--- src/sv/pts_pkg.sv ---
// Shared types, codes and helpers for the polynomial term store.
// Used by pts_ctrl, pts_dp and the top level; depends on nothing.
package pts_pkg;

    localparam int DEPTH_DEF = 64;

    localparam logic [2:0] FN_ADD    = 3'd0;
    localparam logic [2:0] FN_ASSIGN = 3'd1;
    localparam logic [2:0] FN_QUERY  = 3'd2;
    localparam logic [2:0] FN_EVAL   = 3'd3;
    localparam logic [2:0] FN_CLEAR  = 3'd4;

    localparam logic [1:0] IDX_ZERO = 2'd0;
    localparam logic [1:0] IDX_HI   = 2'd1;
    localparam logic [1:0] IDX_KP1  = 2'd2;
    localparam logic [1:0] IDX_KM1  = 2'd3;

    localparam logic signed [63:0] Q_MAX = 64'sh0000_0000_7FFF_FFFF;
    localparam logic signed [63:0] Q_MIN = -64'sh0000_0000_8000_0000;

    typedef struct packed {
        logic [2:0]         func;
        logic [7:0]         exponent;
        logic signed [31:0] value;
    } in_word_t;

    typedef struct packed {
        logic signed [31:0] result_value;
        logic [5:0]         next_exponent;
        logic [5:0]         poly_degree;
        logic [6:0]         term_count;
        logic               range_error;
        logic               saturated;
    } out_word_t;

    typedef struct packed {
        logic       capture;
        logic       addr_idx;
        logic       scan_rd;
        logic       wr_update;
        logic       wr_zero;
        logic       tbl_clear;
        logic       idx_load;
        logic [1:0] idx_src;
        logic       idx_inc;
        logic       idx_dec;
        logic       acc_load_rd;
        logic       prod_load;
        logic       acc_step;
        logic       hi_load_hit;
        logic       next_load_hit;
        logic       out_load;
    } cmd_t;

    typedef struct packed {
        logic [2:0] func;
        logic       rerr;
        logic       add_nop;
        logic       cnt_zero;
        logic       need_down;
        logic       k_ge_hi;
        logic       hit;
        logic       idx_zero;
        logic       idx_last;
        logic       out_free;
    } sts_t;

    // {clipped, value}: clip a signed value to the Q16.16 range
    function automatic logic [32:0] sat32(input logic signed [63:0] v);
        logic [32:0] r;
        if (v > Q_MAX) begin
            r = {1'b1, 32'h7FFF_FFFF};
        end else if (v < Q_MIN) begin
            r = {1'b1, 32'h8000_0000};
        end else begin
            r = {1'b0, v[31:0]};
        end
        return r;
    endfunction

endpackage

--- src/sv/pts_ctrl.sv ---
// Control state machine of the polynomial term store.
// Depends on pts_pkg; drives the datapath through cmd_t, reads sts_t.
module pts_ctrl import pts_pkg::*; (
    input  logic aclk,
    input  logic aresetn,
    input  logic s_valid,
    output logic s_ready,
    input  sts_t sts,
    output cmd_t cmd
);

    localparam logic [3:0] S_INIT  = 4'd0;
    localparam logic [3:0] S_IDLE  = 4'd1;
    localparam logic [3:0] S_DISP  = 4'd2;
    localparam logic [3:0] S_WRITE = 4'd3;
    localparam logic [3:0] S_SDN   = 4'd4;
    localparam logic [3:0] S_QRD   = 4'd5;
    localparam logic [3:0] S_SUP   = 4'd6;
    localparam logic [3:0] S_EMUL  = 4'd7;
    localparam logic [3:0] S_EADD  = 4'd8;
    localparam logic [3:0] S_CLR   = 4'd9;
    localparam logic [3:0] S_DONE  = 4'd10;

    logic [3:0] state_reg, state_next;

    assign s_ready = (state_reg == S_IDLE);

    always_ff @(posedge aclk) begin
        if (!aresetn) begin
            state_reg <= S_INIT;
        end else begin
            state_reg <= state_next;
        end
    end

    always_comb begin
        cmd        = '0;
        state_next = state_reg;
        unique case (state_reg)
            S_INIT: begin
                cmd.addr_idx = 1'b1;
                cmd.wr_zero  = 1'b1;
                cmd.idx_inc  = 1'b1;
                if (sts.idx_last) begin
                    state_next = S_IDLE;
                end
            end
            S_IDLE: begin
                if (s_valid) begin
                    cmd.capture = 1'b1;
                    state_next  = S_DISP;
                end
            end
            S_DISP: begin
                if (sts.rerr) begin
                    state_next = S_DONE;
                end else begin
                    unique case (sts.func) inside
                        FN_ADD, FN_ASSIGN: begin
                            state_next = sts.add_nop ? S_DONE : S_WRITE;
                        end
                        FN_QUERY: begin
                            state_next = S_QRD;
                        end
                        FN_EVAL: begin
                            if (sts.cnt_zero) begin
                                state_next = S_DONE;
                            end else begin
                                cmd.idx_load = 1'b1;
                                cmd.idx_src  = IDX_HI;
                                state_next   = S_EMUL;
                            end
                        end
                        FN_CLEAR: begin
                            cmd.idx_load = 1'b1;
                            cmd.idx_src  = IDX_ZERO;
                            state_next   = S_CLR;
                        end
                        default: begin
                            state_next = S_DONE;
                        end
                    endcase
                end
            end
            S_WRITE: begin
                cmd.wr_update = 1'b1;
                if (sts.need_down) begin
                    cmd.idx_load = 1'b1;
                    cmd.idx_src  = IDX_KM1;
                    state_next   = S_SDN;
                end else begin
                    state_next = S_DONE;
                end
            end
            S_SDN: begin
                cmd.addr_idx = 1'b1;
                cmd.scan_rd  = 1'b1;
                cmd.idx_dec  = 1'b1;
                if (sts.hit) begin
                    cmd.hi_load_hit = 1'b1;
                    state_next      = S_DONE;
                end
            end
            S_QRD: begin
                cmd.acc_load_rd = 1'b1;
                if (sts.k_ge_hi) begin
                    state_next = S_DONE;
                end else begin
                    cmd.idx_load = 1'b1;
                    cmd.idx_src  = IDX_KP1;
                    state_next   = S_SUP;
                end
            end
            S_SUP: begin
                cmd.addr_idx = 1'b1;
                cmd.scan_rd  = 1'b1;
                cmd.idx_inc  = 1'b1;
                if (sts.hit) begin
                    cmd.next_load_hit = 1'b1;
                    state_next        = S_DONE;
                end
            end
            S_EMUL: begin
                cmd.addr_idx  = 1'b1;
                cmd.prod_load = 1'b1;
                state_next    = S_EADD;
            end
            S_EADD: begin
                cmd.acc_step = 1'b1;
                if (sts.idx_zero) begin
                    state_next = S_DONE;
                end else begin
                    cmd.idx_dec = 1'b1;
                    state_next  = S_EMUL;
                end
            end
            S_CLR: begin
                cmd.addr_idx = 1'b1;
                cmd.wr_zero  = 1'b1;
                cmd.idx_inc  = 1'b1;
                if (sts.idx_last) begin
                    cmd.tbl_clear = 1'b1;
                    state_next    = S_DONE;
                end
            end
            S_DONE: begin
                if (sts.out_free) begin
                    cmd.out_load = 1'b1;
                    state_next   = S_IDLE;
                end
            end
            default: begin
                state_next = S_IDLE;
            end
        endcase
    end

endmodule

--- config.mk ---
export PLATFORM = sky130hd
export DESIGN_NAME = pts_ctrl
export DESIGN_NICKNAME = d
export VERILOG_FILES = /design/src/sv/pts_pkg.sv /design/src/sv/pts_ctrl.sv
export SDC_FILE = /design/constraint.sdc
export NUM_CORES = 1
export LEC_CHECK = 0
export ABC_AREA = 1
export ABC_CLOCK_PERIOD_IN_PS = 1280
export BUFFER_PORTS_ARGS = -buffer_cell sky130_fd_sc_hd__buf_4
export CAP_MARGIN = 15
export CORE_MARGIN = 3
export CORE_UTILIZATION = 39
export CTS_CLUSTER_DIAMETER = 50
export CTS_CLUSTER_SIZE = 14
export DETAILED_ROUTE_END_ITERATION = 12
export PLACE_DENSITY = 0.73
export SETUP_SLACK_MARGIN = 0.02
export SYNTH_ARGS = -nofsm -noshare
export SYNTH_HDL_FRONTEND = slang
export SYNTH_SLANG_ARGS = --single-unit
export TNS_END_PERCENT = 5
--- constraint.sdc ---
create_clock -name aclk -period 1.28 [get_ports aclk]
set_input_delay 0.256 -clock aclk [delete_from_list [all_inputs] [get_ports aclk]]
set_output_delay 0.256 -clock aclk [all_outputs]
set_load 0.03 [all_outputs]
==> results.md <==
- Area grow syn2layout: 111%
- Crit path top cell by count: buf_4
- Max FO, Critical Path: 3
- Slowest stage delay, CP: around 0.33 ns
- Final Non-Filler Cells: ~200
- # IOs: 33
- Worst hold slack: between 0.3 and 0.4 ns
- Overall power: 0.00277 W
- Die Y: about 46 um
- Initial Util: around 45%
- GRT Resource Usage Total: about a third
- Outcome: finished, violations left
- Cell Chain, Critical Path: buf_4, nor2_1, nand2_1, nand2_4, inv_1, o21ai_0, buf_4
- Via-per-instance ratio: approximately 6
- Vias in the first global route: 1118
- Die W: approximately 46 um
- Nets@finish: 198
- Peak Freq: 570 MHz
- Mux cell area share after synthesis: 0%
- Simple-gate share of the synthesized area: 59.3%
- Setup ws final: -0.475 ns
- Crit Path Category: reg -> out
- Clock slew at reported path FFs: 0.04 ns
- Crit path max-delay cell type: dfxtp_2
- RSZ-0062 raised after global routing: yes
- Startpoint class of the critical path: flip-flop
- WHS Path Cells: 3
- Antenna violations before repair: 0
- Post-Synth XOR/XNOR Area: 0%
- Worst EP required: 1.02 ns
- Yosys reg bits: 4
- CTS tree: yes
- Port bufs: 32
- Final cycle utilization of the critical path: 137%
- TritonCTS Sinks: 4
- Place WS: -0.195 ns
- Slew Limit Headroom: 86.0%
- Number of cells on the worst reg-to-reg path: 10
- CTS buffer count: 3
- Max-cap violations: 0
- Core area: 1420 sq um
- Syn. warnings: 0
- Diode count: 0
- Die Footprint: ~2100 sq um
- Avg WL per Cell: between 15 and 20 um
- R2R setup slack: -0.37 ns
- Post-Synthesis Cell Area: roughly 630 sq um
- Hold_buf cts: 0
- Setup violators final: 22
- Max reg flops: 4
- Site Rows: 13
- CP arrival: roughly 1.5 ns
- Final hold vios: 0
- Nature of the critical path endpoint: output pin
- Sequential element share of the synthesized area: 12.6%
- Path category of the worst min-delay check: in -> reg
- Skew-Pair Late Insertion Delay: approximately 0.24 ns
- Total length of routed wires: around 3.5 mm
- Via count: 1142
- Final clock skew: a little over 0.002 ns
- Antenna viol nets, final: 0
- First-pass GRT wire length: roughly 4.8 mm
- Htree depth: 1
- GP Congestion: 0.880
- Pins over their slew limit: 0
- Clk root buf: clkbuf_4
- Largest net degree at the start of global routing: 6
- Leak Pwr: slightly below 0.7 nW
- Drt initial violations: 80
- DP HPWL: 2.06 mm
- Synthesized-area fraction occupied by adder cells: 0%
- Fraction of layout cells with a size suffix above 1: 61.3%
- DRC viols: 0
- Failing checks: negative setup slack
- Crit path time final: approximately 1.8 ns
- Syn Area/Cell: between 5 and 6 sq um
- Compound-Gate Fraction of Synth Area: roughly an eighth
- Post-Syn Nets: 133
- Placed cells: 190
- Peak supply drop: about 1.4 mV
- Clk buf depth: 2
- Drt first pass iters: 4
- Cell variety after synth: 22
- Worst-margin pin slew: ~0.21 ns
- Syn Inst Count: 118
- Overflow after GRT: 0
- Largest family of logic cells by synthesized area: simple AND/OR/NAND/NOR gates
- Pwr dens: a little over 2000 nW/um^2
-- cells in the final DEF, fill, tap and decap left out, types with 2 or more instances in the layout --
master / instances
nand2_2: 9
dfxtp_4: 3
clkbuf_4: 3
nand4_1: 3
nand2_1: 28
or2_1: 2
o21ai_0: 6
inv_1: 13
nand2_4: 5
inv_2: 4
buf_6: 13
nand3_1: 4
nor2_2: 5
nor2_4: 8
a21oi_1: 2
inv_4: 4
nor2_1: 10
buf_4: 48
nor3_4: 2
-- worst max-delay path, delay by kind of cell, from the launching register on --
kind / cells / cell delay (ns)
AOI/OAI and AO/OA: 1 / 0.08
and+or+nand+nor: 3 / 0.45
DFF: 1 / 0.33
buffers and inverters: 3 / 0.40
-- synthesized netlist by cell type --
cell	instances	area, sq um
nor2_1	18	67.6
nand2_4	2	22.5
a41oi_2	1	16.3
o31ai_1	1	7.51
inv_2	6	22.5
nor2_2	4	25.0
nor2_4	1	11.3
nor4_1	1	6.26
dfxtp_1	4	80.1
nor3_4	1	16.3
o211ai_1	1	7.51
nand4_1	3	18.8
nand3_1	5	25.0
nor3_1	1	5.00
or2_1	2	12.5
buf_6	1	11.3
nand2_1	34	128
a21oi_1	2	10.0
o21ai_0	7	35.0
inv_1	16	60.1
nand2_2	6	37.5
o21a_1	1	7.51
-- per-layer routing --
| layer | GRT usage, % | vias to the layer above | part of all wire, % |
|---|---|---|---|
| li1 | - | 496 | - |
| met4 | 22.2 | 0 | 6.2 |
| met1 | 31.8 | 519 | 37 |
| met2 | 57.7 | 95 | 49 |
| met5 | 0 | - | 0 |
| met3 | 8.20 | 32 | 8.5 |
-- what timing repair did --
| item | 4_1_cts | 5_1_grt |
|---|---|---|
| buffers inserted | 1 | 2 |
| gates resized for setup | 21 | 22 |
| endpoints found under the setup margin | 22 | 22 |
| pin swaps | 5 | 5 |
-- where the power goes --
| group | internal, W | switching, W |
|---|---|---|
| clock network | 0.000105 | 0.0000507 |
| logic | 0.000914 | 0.00139 |
| registers | 0.000195 | 0.000116 |
| total | 0.00121 | 0.00156 |
-- cell families (layout without fill, tap and decap cells) --
group,Yosys count,in the layout
simple gates,78,78
buf+inv,23,86
flops,4,4
compound gates,13,13
-- worst paths after layout --
path,start,end
min,aresetn,state_reg[0]$_SDFFE_PN0P_
min reg2reg,state_reg[1]$_SDFFE_PN0P_,state_reg[1]$_SDFFE_PN0P_
max,state_reg[2]$_SDFFE_PN0P_,cmd[15]
max reg2reg,state_reg[0]$_SDFFE_PN0P_,state_reg[1]$_SDFFE_PN0P_
-- metrics by stage --
| stage | instance area [sq um] | util (%) | setup TNS (ns) |
|---|---|---|---|
| detailed placement | 1150 | 81.3 | -1.96 |
| CTS | 1250 | 88.5 | -5.23 |
| global placement | 1150 | 81.3 | -1.26 |
| global route | 1340 | 94.5 | -7.32 |
| floorplan | 708 | - | -1.87 |
| finish | 1340 | 94.5 | -6.64 |
-- layout make-up --
class | count | area, sq um
timing repair buffer | 61 | 507
fill | 47 | 77.6
inverter | 22 | 97.6
sequential | 4 | 92.6
clock buffer | 3 | 22.5
multi-input combinational | 91 | 599
tap | 15 | 18.8
Note: power is estimated with default switching activity, not from simulation.
